--- config.mk ---
export PLATFORM = sky130hd
export DESIGN_NAME = http_chunked_body_decoder_core
export DESIGN_NICKNAME = d
export VERILOG_FILES = /design/src/rtl/chbd_pkg.sv /design/src/rtl/chbd_step.sv /design/src/rtl/http_chunked_body_decoder_core.sv
export SDC_FILE = /design/constraint.sdc
export NUM_CORES = 1
export LEC_CHECK = 0
export ABC_AREA = 0
export BUFFER_PORTS_ARGS = -buffer_cell sky130_fd_sc_hd__buf_4
export CAP_MARGIN = 25
export CELL_PAD_IN_SITES_DETAIL_PLACEMENT = 0
export CELL_PAD_IN_SITES_GLOBAL_PLACEMENT = 2
export CORE_ASPECT_RATIO = 1.25
export CORE_MARGIN = 5
export CORE_UTILIZATION = 38
export CTS_CLUSTER_SIZE = 30
export DETAILED_ROUTE_END_ITERATION = 10
export PLACE_DENSITY = 0.84
export SLEW_MARGIN = 20
export SYNTH_ARGS = -nofsm -noshare
export SYNTH_HDL_FRONTEND = slang
export SYNTH_SLANG_ARGS = --single-unit
--- constraint.sdc ---
create_clock -name i_clk -period 4.41 [get_ports i_clk]
set_input_delay 0.2205 -clock i_clk [delete_from_list [all_inputs] [get_ports i_clk]]
set_output_delay 0.2205 -clock i_clk [all_outputs]
set_load 0.02 [all_outputs]
--- src/rtl/chbd_pkg.sv ---
// Shared types, constants and helper functions for the chunked body decoder.
// No dependencies; imported by chbd_step and http_chunked_body_decoder_core.
`default_nettype none

package chbd_pkg;

    // Default width of the chunk size accumulator and byte counter.
    localparam int SIZE_BITS_DEF = 32;

    // Line framing characters.
    localparam logic [7:0] CH_CR = 8'h0D;
    localparam logic [7:0] CH_LF = 8'h0A;

    // Bytes skipped after each chunk's payload.
    localparam logic [1:0] TRAILER_LEN = 2'd2;

    // Decoder phase.
    typedef enum logic [1:0] {
        PH_SIZE    = 2'd0,
        PH_DATA    = 2'd1,
        PH_TRAILER = 2'd2,
        PH_DONE    = 2'd3
    } t_phase;

    // One result word as it leaves the decoder.
    typedef struct packed {
        logic       payload_valid;
        logic [7:0] payload_byte;
        logic       chunk_last;
        logic       body_done;
    } t_result;

    // Decoded hex digit with a flag that says whether the byte was one.
    typedef struct packed {
        logic       ok;
        logic [3:0] value;
    } t_hex;

    // Map an ASCII byte to its hex digit value, if it is one.
    function automatic t_hex hex_value(input logic [7:0] c);
        t_hex h;
        h.ok    = 1'b1;
        h.value = 4'd0;
        if (c >= 8'h30 && c <= 8'h39) begin
            h.value = 4'(c - 8'h30);
        end else if (c >= 8'h61 && c <= 8'h66) begin
            h.value = 4'(c - 8'h61 + 8'd10);
        end else if (c >= 8'h41 && c <= 8'h46) begin
            h.value = 4'(c - 8'h41 + 8'd10);
        end else begin
            h.ok = 1'b0;
        end
        return h;
    endfunction

endpackage

`default_nettype wire

--- src/rtl/chbd_step.sv ---
// Next-state and result logic of the chunked body decoder for one byte.
// Depends on chbd_pkg for the phase type, result struct and hex decoding.
`default_nettype none

module chbd_step #(
    parameter int SIZE_BITS = chbd_pkg::SIZE_BITS_DEF
) (
    input  wire logic                 i_chunked_mode,
    input  wire logic [7:0]           i_in_byte,
    input  wire logic                 i_body_start,
    input  wire chbd_pkg::t_phase     i_phase,
    input  wire logic [SIZE_BITS-1:0] i_size_acc,
    input  wire logic [SIZE_BITS-1:0] i_bytes_left,
    input  wire logic                 i_prev_cr,
    input  wire logic                 i_hex_stopped,
    input  wire logic [1:0]           i_trailer_left,
    output chbd_pkg::t_phase          o_phase,
    output logic [SIZE_BITS-1:0]      o_size_acc,
    output logic [SIZE_BITS-1:0]      o_bytes_left,
    output logic                      o_prev_cr,
    output logic                      o_hex_stopped,
    output logic [1:0]                o_trailer_left,
    output chbd_pkg::t_result         o_result
);
    import chbd_pkg::*;

    t_phase                 phase_c;
    logic [SIZE_BITS-1:0]   acc_c;
    logic [SIZE_BITS-1:0]   left_c;
    logic                   cr_c;
    logic                   stop_c;
    logic [1:0]             trl_c;
    logic [SIZE_BITS-1:0]   left_dec;
    logic [1:0]             trl_dec;
    t_hex                   hex;

    // A body start clears the decoder before the byte is handled.
    always_comb begin
        phase_c = i_body_start ? PH_SIZE : i_phase;
        acc_c   = i_body_start ? '0 : i_size_acc;
        left_c  = i_body_start ? '0 : i_bytes_left;
        cr_c    = i_body_start ? 1'b0 : i_prev_cr;
        stop_c  = i_body_start ? 1'b0 : i_hex_stopped;
        trl_c   = i_body_start ? 2'd0 : i_trailer_left;
    end

    // Counters that stop at zero.
    assign left_dec = (left_c != '0) ? left_c - SIZE_BITS'(1) : left_c;
    assign trl_dec  = (trl_c != 2'd0) ? trl_c - 2'd1 : trl_c;
    assign hex      = hex_value(i_in_byte);

    // Phase handling for one byte.
    always_comb begin
        o_phase        = phase_c;
        o_size_acc     = acc_c;
        o_bytes_left   = left_c;
        o_prev_cr      = cr_c;
        o_hex_stopped  = stop_c;
        o_trailer_left = trl_c;
        o_result       = '0;

        if (!i_chunked_mode) begin
            o_result.payload_valid = 1'b1;
            o_result.payload_byte  = i_in_byte;
        end else begin
            unique case (phase_c)
                PH_SIZE: begin
                    if (cr_c && i_in_byte == CH_LF) begin
                        // End of the size line: zero size ends the body.
                        if (acc_c == '0) begin
                            o_phase = PH_DONE;
                        end else begin
                            o_bytes_left = acc_c;
                            o_phase      = PH_DATA;
                        end
                        o_prev_cr = 1'b0;
                    end else begin
                        // Leading hex digits accumulate and saturate.
                        if (!stop_c && hex.ok) begin
                            if (acc_c[SIZE_BITS-1 -: 4] != 4'd0) begin
                                o_size_acc = '1;
                            end else begin
                                o_size_acc = {acc_c[SIZE_BITS-5:0], hex.value};
                            end
                        end else begin
                            o_hex_stopped = 1'b1;
                        end
                        o_prev_cr = (i_in_byte == CH_CR);
                    end
                end
                PH_DATA: begin
                    o_result.payload_valid = 1'b1;
                    o_result.payload_byte  = i_in_byte;
                    o_bytes_left           = left_dec;
                    if (left_dec == '0) begin
                        o_result.chunk_last = 1'b1;
                        o_phase             = PH_TRAILER;
                        o_trailer_left      = TRAILER_LEN;
                    end
                end
                PH_TRAILER: begin
                    // The bytes after the payload are dropped unchecked.
                    o_trailer_left = trl_dec;
                    if (trl_dec == 2'd0) begin
                        o_phase       = PH_SIZE;
                        o_size_acc    = '0;
                        o_prev_cr     = 1'b0;
                        o_hex_stopped = 1'b0;
                    end
                end
                PH_DONE: begin
                end
                default: begin
                end
            endcase
        end

        o_result.body_done = i_chunked_mode && (o_phase == PH_DONE);
    end

endmodule

`default_nettype wire

--- src/rtl/http_chunked_body_decoder_core.sv ---
// Top level of the HTTP chunked transfer body decoder with stream ports.
// Depends on chbd_pkg and instantiates chbd_step.
`default_nettype none

// The decoder takes one body byte per clock on the slave stream while the
// output register is empty or being drained, and returns exactly one word
// per byte on the master stream in the cycle after the byte is accepted.
// Each word carries the byte with a valid flag, marks the last byte of a
// chunk on tlast, and flags the end of the body. The only storage is the
// chunked_mode register, the decoder state and one output register. The
// chunked_mode register is written through i_cfg_we and i_cfg_wdata and
// takes effect on the next byte.

module http_chunked_body_decoder_core #(
    parameter int SIZE_BITS = chbd_pkg::SIZE_BITS_DEF
) (
    input  wire logic       i_clk,
    input  wire logic       i_rst_n,
    // Configuration write: chunked_mode.
    input  wire logic       i_cfg_we,
    input  wire logic       i_cfg_wdata,
    // Input stream.
    input  wire logic       s_axis_tvalid,
    output logic            s_axis_tready,
    input  wire logic [7:0] s_axis_tdata,   // [7:0] in_byte
    input  wire logic       s_axis_tuser,   // [0] body_start
    // Output stream.
    output logic            m_axis_tvalid,
    input  wire logic       m_axis_tready,
    output logic [7:0]      m_axis_tdata,   // [7:0] payload_byte
    output logic            m_axis_tlast,   // chunk_last
    output logic [1:0]      m_axis_tuser    // [0] payload_valid, [1] body_done
);
    import chbd_pkg::*;

    logic                   r_chunked_mode;
    t_phase                 r_phase;
    t_phase                 n_phase;
    logic [SIZE_BITS-1:0]   r_size_acc;
    logic [SIZE_BITS-1:0]   n_size_acc;
    logic [SIZE_BITS-1:0]   r_bytes_left;
    logic [SIZE_BITS-1:0]   n_bytes_left;
    logic                   r_prev_cr;
    logic                   n_prev_cr;
    logic                   r_hex_stopped;
    logic                   n_hex_stopped;
    logic [1:0]             r_trailer_left;
    logic [1:0]             n_trailer_left;
    logic                   r_out_valid;
    t_result                r_result;
    t_result                n_result;
    logic                   in_accept;

    // The output register frees up when it is empty or drained this cycle.
    assign s_axis_tready = !r_out_valid || m_axis_tready;
    assign in_accept     = s_axis_tvalid && s_axis_tready;

    // Per-byte decode.
    chbd_step #(
        .SIZE_BITS (SIZE_BITS)
    ) u_step (
        .i_chunked_mode (r_chunked_mode),
        .i_in_byte      (s_axis_tdata),
        .i_body_start   (s_axis_tuser),
        .i_phase        (r_phase),
        .i_size_acc     (r_size_acc),
        .i_bytes_left   (r_bytes_left),
        .i_prev_cr      (r_prev_cr),
        .i_hex_stopped  (r_hex_stopped),
        .i_trailer_left (r_trailer_left),
        .o_phase        (n_phase),
        .o_size_acc     (n_size_acc),
        .o_bytes_left   (n_bytes_left),
        .o_prev_cr      (n_prev_cr),
        .o_hex_stopped  (n_hex_stopped),
        .o_trailer_left (n_trailer_left),
        .o_result       (n_result)
    );

    // Configuration register.
    always_ff @(posedge i_clk) begin
        if (!i_rst_n) begin
            r_chunked_mode <= 1'b0;
        end else if (i_cfg_we) begin
            r_chunked_mode <= i_cfg_wdata;
        end
    end

    // Decoder state advances on every accepted word.
    always_ff @(posedge i_clk) begin
        if (!i_rst_n) begin
            r_phase        <= PH_SIZE;
            r_size_acc     <= '0;
            r_bytes_left   <= '0;
            r_prev_cr      <= 1'b0;
            r_hex_stopped  <= 1'b0;
            r_trailer_left <= 2'd0;
        end else if (in_accept) begin
            r_phase        <= n_phase;
            r_size_acc     <= n_size_acc;
            r_bytes_left   <= n_bytes_left;
            r_prev_cr      <= n_prev_cr;
            r_hex_stopped  <= n_hex_stopped;
            r_trailer_left <= n_trailer_left;
        end
    end

    // Output register valid flag.
    always_ff @(posedge i_clk) begin
        if (!i_rst_n) begin
            r_out_valid <= 1'b0;
        end else if (in_accept) begin
            r_out_valid <= 1'b1;
        end else if (m_axis_tready) begin
            r_out_valid <= 1'b0;
        end
    end

    // Output payload register.
    always_ff @(posedge i_clk) begin
        if (in_accept) begin
            r_result <= n_result;
        end
    end

    assign m_axis_tvalid = r_out_valid;
    assign m_axis_tdata  = r_result.payload_byte;
    assign m_axis_tlast  = r_result.chunk_last;
    assign m_axis_tuser  = {r_result.body_done, r_result.payload_valid};

endmodule

`default_nettype wire
==> key figures, run 1 <==
Final layout
  – Final core utilization: 42.5%
  – Fillcell total: 1674
  – Syn-to-layout area delta: 9.38%
  – Area of the multi-input gates: 4190 µm²
  – Most frequent cells in the layout: 72 x dfxtp_1, 64 x nand2_1, 63 x nor2b_1, 62 x o21ai_0, 57 x a22oi_1
  – Diodes inserted: 0
  – Share of cells above drive strength 1: 11.0%
  – Most common cell after layout, fill and taps aside: dfxtp_1
  – Seq. cell area: 1770 µm²
  – Fin nets: 793
  – Post-Layout Cell Count: 990

Floorplan
  – Die Span X: 125 µm
  – CORE AREA: 16300 µm²
  – Die ar.: 19300 µm²
  – Row cnt: 52
  – Starting Density: 38.9%
  – Die H: 154 µm
  – Ports: 28

Yosys
  – Yosys top cell by area: dfxtp_1
  – Post-synthesis cell area: 6320 µm²
  – Async set-reset flop share out of synthesis: 0%
  – Cell count after synthesis: 787
  – Seq/Total Area, Yosys: 28.0%
  – Synth warnings: 0
  – Post-synth top flop: dfxtp_1
  – Synth top area cells: dfxtp_1 23%, mux2i_1 7.9%, a22oi_1 6.8%, nor2b_1 6.2%, edfxtp_1 5.2%
  – Post-synth EDFFs: 11
  – Mapped Nets: 811
  – Synth Register Bits: 83
  – Top cell type's share of synthesized area: 22.8%
  – Mean post-synth cell area: 8.04 µm²
  – Unique masters post-synth: 79

Place
  – Input/output buffers: 27
  – DP Wirelength: 15300 µm
  – Dpl cells: 974
  – Final Wtd Congestion: 1.05
  – Placement Setup Slack: 0.624 ns

Clocking
  – CTS H-Tree Depth: 3
  – Post-CTS Hold Buffers: 0
  – Max clock buf depth: 2
  – Reg clk slew, reported paths: 0.06 ns
  – CTS tree: built
  – Clk_lat worst skew: 0.35 ns
  – Post-CTS sizing: 0
  – Root Driver: clkbuf_16
  – TritonCTS Sinks: 83
  – Buffer count from post-CTS setup fixing: 0
  – TritonCTS buffer count: 9

Pwr
  – Internal power: 1.35 mW
  – Clock power share: 44.2%
  – Static Leak: 2.38 nW
  – Peak VDD IR: 0.157 mV
  – Sw frac: 27.4%
  – Switching Power: 0.512 mW
  – PD cells: 270 nW/µm²
  – Flop pwr share: 42.1%
  – Comb pwr share: 13.7%

STA
  – Post-layout min period: 3.77 ns
  – Hold Slack: 0.137 ns
  – Relative slew margins: 33.3%
  – Tcrit/Tclk final: 85.4%
  – Fmax achieved: 0.266 GHz
  – Max-slew violations: 0
  – Final setup viols: 0
  – Unrepaired setup endpoints after global routing: no
  – Total negative slack: 0 ns
  – Final setup margin: 0.644 ns
  – Worst slew pin tran: 0.998 ns
  – Final hold violations: 0
  – Worst-case clock skew: 0.00610 ns

GRT
  – GR Util met1: 30.7%
  – Largest net degree at the start of global routing: 75
  – Vias in the first global route: 5910
  – Total congestion overflow: 0
  – Initial antenna violation count: 0
  – Met2 GRT Util: 36.1%
  – Overall Global Routing Usage: 22.4%
  – First-pass GRT wire length: 34800 µm
  – M3 GR Usage: 3.17%
  – Layer with the highest usage: met2

Critical path
  – CP Max Fanout: 11
  – Worst EP arrival: 3.87 ns
  – Kind of end point of the critical path: flop
  – Critical path class: flop to flop
  – Nature of the critical path startpoint: flop
  – Worst Path Required: 4.51 ns

Drt
  – Drt drc: 0
  – Drt wl/cell: 22.2 µm
  – Via-per-instance ratio: 6.27
  – Iteration-0 DRC Markers: 662
  – Post-Route WL: 22000 µm
  – Vias: 6212
  – Final ANT Viol Nets: 0
  – DR pass1 iterations: 6

Run
  – MaxCap Viol Count: 0

Worst hold path
  – Hold WC Path Type: primary input to flop

Run status
  – Status: complete, no violations
path summary, 6_finish.rpt:
check	slack, ns	from	cells after the start	end
worst min register to register	0.46	r_prev_cr	2	r_prev_cr
worst max register to register	0.64	r_bytes_left[0]	11	m_axis_tuser[1]
worst max-delay path	0.64	r_bytes_left[0]	11	m_axis_tuser[1]
worst min-delay path	0.14	s_axis_tvalid	3	m_axis_tvalid
flip-flops by register name (all words and copies together), names as in the netlist:
| signal | cells |
|---|---|
| r_trailer_left | 2 |
| r_prev_cr | 1 |
| r_size_acc | 32 |
| m_axis_tlast | 1 |
| m_axis_tuser | 2 |
| r_chunked_mode | 1 |
| r_hex_stopped | 1 |
| r_phase | 2 |
| m_axis_tvalid | 1 |
| r_bytes_left | 32 |
| m_axis_tdata | 8 |
power by group through the flow:
stage	registers [mW]	clock network, mW	logic, mW
5_1_grt	0.787	0.884	0.275
2_1_floorplan	0.807	0	0.164
3_3_place_gp	0.803	0	0.252
6_report	0.786	0.824	0.256
4_1_cts	0.786	0.846	0.253
3_5_place_dp	0.803	0	0.252
routing by layer:
metal / part of all wire (%) / vias to the layer above
li1: - / 2901
met1: 44 / 3041
met2: 47 / 218
met3: 5.5 / 52
met4: 2.8 / 0
met5: 0 / -
area by class of cell:
| cell class | count | area share (%) |
|---|---|---|
| tap | 216 | 3.91 |
| sequential | 83 | 25.6 |
| clock inverter | 3 | 0.633 |
| clock buffer | 13 | 3.93 |
| inverter | 18 | 0.977 |
| timing repair buffer | 40 | 4.34 |
| multi-input combinational | 617 | 60.6 |
synthesized netlist by cell type (11+ instances only):
library cell and n:
clkbuf_1 44, dfxtp_1 72, a21oi_1 28, o21ai_0 63
a22oi_1 57, nor2_1 47, nor4_1 16, nor3_1 16
edfxtp_1 11, nand2_1 64, nor2b_1 63, o22ai_1 12
nand3_1 18, xnor2_1 12, inv_1 18, buf_2 12
a21boi_0 11, mux2i_1 50
logic make-up after synthesis:
logic type / after synthesis / synth area share [%]
compound gates: 249 / 27.4
xor+xnor: 20 / 2.77
fa+ha+maj: 9 / 1.78
buf+inv: 87 / 6.17
flops: 83 / 28.0
mux: 51 / 8.09
simple gates: 288 / 25.7
worst max-delay path, stage by stage (launching register included):
cell	delay [ns]
dfxtp_1	0.37
nand2_1	0.15
ha_1	0.39
nor4b_1	0.30
o22ai_1	0.18
a211oi_1	0.71
a21boi_0	0.20
o31ai_1	0.37
o311ai_0	0.34
nor3_1	0.25
a21oi_1	0.11
o2bb2ai_1	0.15
per-stage QoR:
stage          cell area, µm²  total power, mW
6_report                 6920             1.87
5_1_grt                  6920             1.95
4_1_cts                  6920             1.88
3_5_place_dp             6600             1.06
3_3_place_gp             6600             1.05
2_1_floorplan            6320            0.971
Power figures use the tool's default switching activity.
==> inputs of run 2 (changes only) <==
--- a/config.mk
+++ b/config.mk
@@ -12,10 +12,10 @@
 export CELL_PAD_IN_SITES_GLOBAL_PLACEMENT = 2
 export CORE_ASPECT_RATIO = 1.25
 export CORE_MARGIN = 5
-export CORE_UTILIZATION = 38
+export CORE_UTILIZATION = 41
 export CTS_CLUSTER_SIZE = 30
 export DETAILED_ROUTE_END_ITERATION = 10
-export PLACE_DENSITY = 0.84
+export PLACE_DENSITY = 0.89
 export SLEW_MARGIN = 20
 export SYNTH_ARGS = -nofsm -noshare
 export SYNTH_HDL_FRONTEND = slang
==> constraint.sdc (replaced) <==
create_clock -name i_clk -period 4.5 [get_ports i_clk]
set_input_delay 0.225 -clock i_clk [delete_from_list [all_inputs] [get_ports i_clk]]
set_output_delay 0.225 -clock i_clk [all_outputs]
set_load 0.02 [all_outputs]
==> run 2 against run 1 <==
Compared with the run above: flip-flop and latch count unchanged; combinational power down 3%; via count down 0.40%; core utilization up 3.2 points; clock-buffer cell count down 4; critical endpoint unchanged; cell count down 0.91%; non-clock buffer count down 1; first-iteration DRC count down 6.2%; critical path depth unchanged.
==> key figures, run 2 (synthesis results as in run 1) <==
Pwr
  – Sw frac: 28.5% (+1.1 points)
  – Switching Power: 0.511 mW (-0.27%)
  – PD cells: 260 nW/µm² (-3.7%)
  – Static Leak: 2.37 nW (-0.35%)
  – Peak VDD IR: 0.161 mV (+2.6%)
  – Flop pwr share: 43.0% (+0.9 points)
  – Comb pwr share: 13.9% (+0.2 points)
  – Design Power: 1.79 mW (-4.1%)
  – Internal power: 1.28 mW (-5.5%)
  – Clock power share: 43.1% (-1.1 points)

Final layout
  – Syn-to-layout area delta: 8.96%
  – Fin nets: 792 (-0.13%)
  – Share of cells above drive strength 1: 11.1% (+0.14 points)
  – Most frequent cells in the layout: 72 x dfxtp_1, 64 x nand2_1, 63 x nor2b_1, 62 x o21ai_0, 57 x a22oi_1
  – Diodes inserted: 0 (unchanged)
  – Fillcell total: 1539 (-8.1%)
  – Most common cell after layout, fill and taps aside: dfxtp_1

Clocking
  – Max clock buf depth: 2 (unchanged)
  – TritonCTS buffer count: 9 (unchanged)
  – Post-CTS sizing: 0 (unchanged)
  – Post-CTS Hold Buffers: 0 (unchanged)
  – Clk_lat worst skew: 0.35 ns (about the same)
  – Root Driver: clkbuf_16
  – Buffer count from post-CTS setup fixing: 0 (unchanged)
  – TritonCTS Sinks: 83 (unchanged)
  – CTS H-Tree Depth: 3 (unchanged)
  – Reg clk slew, reported paths: 0.07 ns (about the same)
  – CTS tree: built

GRT
  – Total congestion overflow: 0 (unchanged)
  – Overall Global Routing Usage: 24.5% (+2.0 points)
  – Initial antenna violation count: 0 (unchanged)
  – Met2 GRT Util: 39.9% (+3.8 points)
  – GR Util met1: 32.4% (+1.8 points)
  – M3 GR Usage: 3.57% (+0.39 points)
  – Layer with the highest usage: met2
  – First-pass GRT wire length: 34800 µm (-0.10%)
  – Largest net degree at the start of global routing: 75 (unchanged)
  – Vias in the first global route: 6048 (+2.3%)

Drt
  – Drt wl/cell: 22.3 µm (+0.39%)
  – Final ANT Viol Nets: 0 (unchanged)
  – DR pass1 iterations: 5 (-1)
  – Iteration-0 DRC Markers: 621 (-6.2%)
  – Vias: 6187 (-0.40%)
  – Drt drc: 0 (unchanged)
  – Post-Route WL: 21800 µm (-0.52%)
  – Via-per-instance ratio: 6.31 (+0.51%)

STA
  – Worst slew pin tran: 0.947 ns (-0.0509 ns)
  – Fmax achieved: 0.267 GHz (+0.55%)
  – Relative slew margins: 36.7% (+3.4 points)
  – Final hold violations: 0 (unchanged)
  – Post-layout min period: 3.75 ns (-0.0207 ns)
  – Worst-case clock skew: 0.00783 ns (+0.00173 ns)
  – Final setup viols: 0 (unchanged)
  – Total negative slack: 0 ns (unchanged)
  – Unrepaired setup endpoints after global routing: no
  – Tcrit/Tclk final: 83.2% (-2.2 points)
  – Max-slew violations: 0 (unchanged)

Critical path
  – Critical path class: flop to flop
  – Crit path from: r_bytes_left[0]
  – FF-to-FF End: m_axis_tuser[1]
  – Reg2reg start: r_bytes_left[0]
  – Nature of the critical path startpoint: flop
  – Worst EP arrival: 3.84 ns (-0.03 ns)
  – Kind of end point of the critical path: flop
  – R2R setup slack: 0.75 ns (+0.11 ns)
  – Worst reg-to-reg path cell count: 11 (unchanged)
  – CP Max Fanout: 14 (+3)
  – Worst Path Required: 4.60 ns (+0.09 ns)

Place
  – DP Wirelength: 15400 µm (+0.89%)
  – Input/output buffers: 27 (unchanged)
  – Final Wtd Congestion: 0.966 (-7.6%)

Floorplan
  – Die Span X: 121 µm (-3.4%)
  – Die ar.: 18000 µm² (-6.8%)
  – Die H: 149 µm (-3.5%)
  – Ports: 28 (unchanged)
  – Row cnt: 50 (-3.8%)
  – Starting Density: 41.9% (+3.1 points)
  – CORE AREA: 15100 µm² (-7.3%)

Worst hold path
  – Worst Hold Depth: 3 (unchanged)
  – Worst Hold Endpoint: r_chunked_mode
  – Hold_sp: i_cfg_wdata
  – Hold WC Path Type: primary input to flop

Run status
  – Status: complete, no violations

Run
  – MaxCap Viol Count: 0 (unchanged)
run 2: changes by cell type in the layout (fill, tap and decap cells not counted), sizes merged:
cell,before,now
buf,40,39
inv,19,20
clkbuf,13,9
clkinv,0,3
run 2: final cells by class:
cell class | count | area (µm²) | area share (%)
tap | 208 | 260 | 3.78
sequential | 83 | 1770 | 25.7
inverter | 18 | 67.6 | 0.981
clock buffer | 9 | 225 | 3.27
timing repair buffer | 39 | 293 | 4.25
multi-input combinational | 617 | 4200 | 60.9
clock inverter | 7 | 73.8 | 1.07
run 2: metrics by stage:
step                      cells  worst slack (ns)  util (%)  cell area [µm²]  hold WS, ns
after floorplan             787             0.720         -             6320        0.364
after global placement      965             0.814      43.7             6580        0.449
after detailed placement    965             0.665      43.7             6590        0.466
after CTS                   981             0.808      45.7             6890        0.130
after global routing        981             0.564      45.7             6890        0.172
final                       981             0.755      45.7             6890        0.133
run 2: worst max-delay path, stage by stage (launching register included):
cell,delay [ns]
dfxtp_1,0.37
nand2_1,0.16
ha_1,0.39
nor4b_4,0.37
o211ai_1,0.24
o31ai_4,0.62
nor2_1,0.17
o311ai_0,0.32
nand2_1,0.14
nor4_4,0.41
a21oi_1,0.14
o2bb2ai_1,0.15
run 2: how the worst max path moves through the flow:
stage / slack [ns] / to / cells past startpoint
CTS: 0.81 / m_axis_tuser[1] / 11
floorplan: 0.72 / m_axis_tuser[1] / 18
global placement: 0.81 / m_axis_tuser[1] / 13
finish: 0.75 / m_axis_tuser[1] / 11
global route: 0.56 / m_axis_tuser[1] / 11
detailed placement: 0.67 / m_axis_tuser[1] / 13
run 2: power groups by stage:
stage	Sequential, mW	Clock (mW)	Combinational (mW)
after floorplan	0.791	0	0.160
after global placement	0.787	0	0.245
after detailed placement	0.787	0	0.246
after CTS	0.770	0.782	0.247
after global routing	0.771	0.815	0.269
final	0.770	0.771	0.248
run 2: per-layer routing:
metal / vias to the layer above / share of wire [%] / wire length, µm
met4: 0 / 2.9 / 635
met3: 44 / 5.5 / 1200
li1: 2908 / - / -
met2: 223 / 48 / 10400
met1: 3012 / 44 / 9570
met5: - / 0 / 0
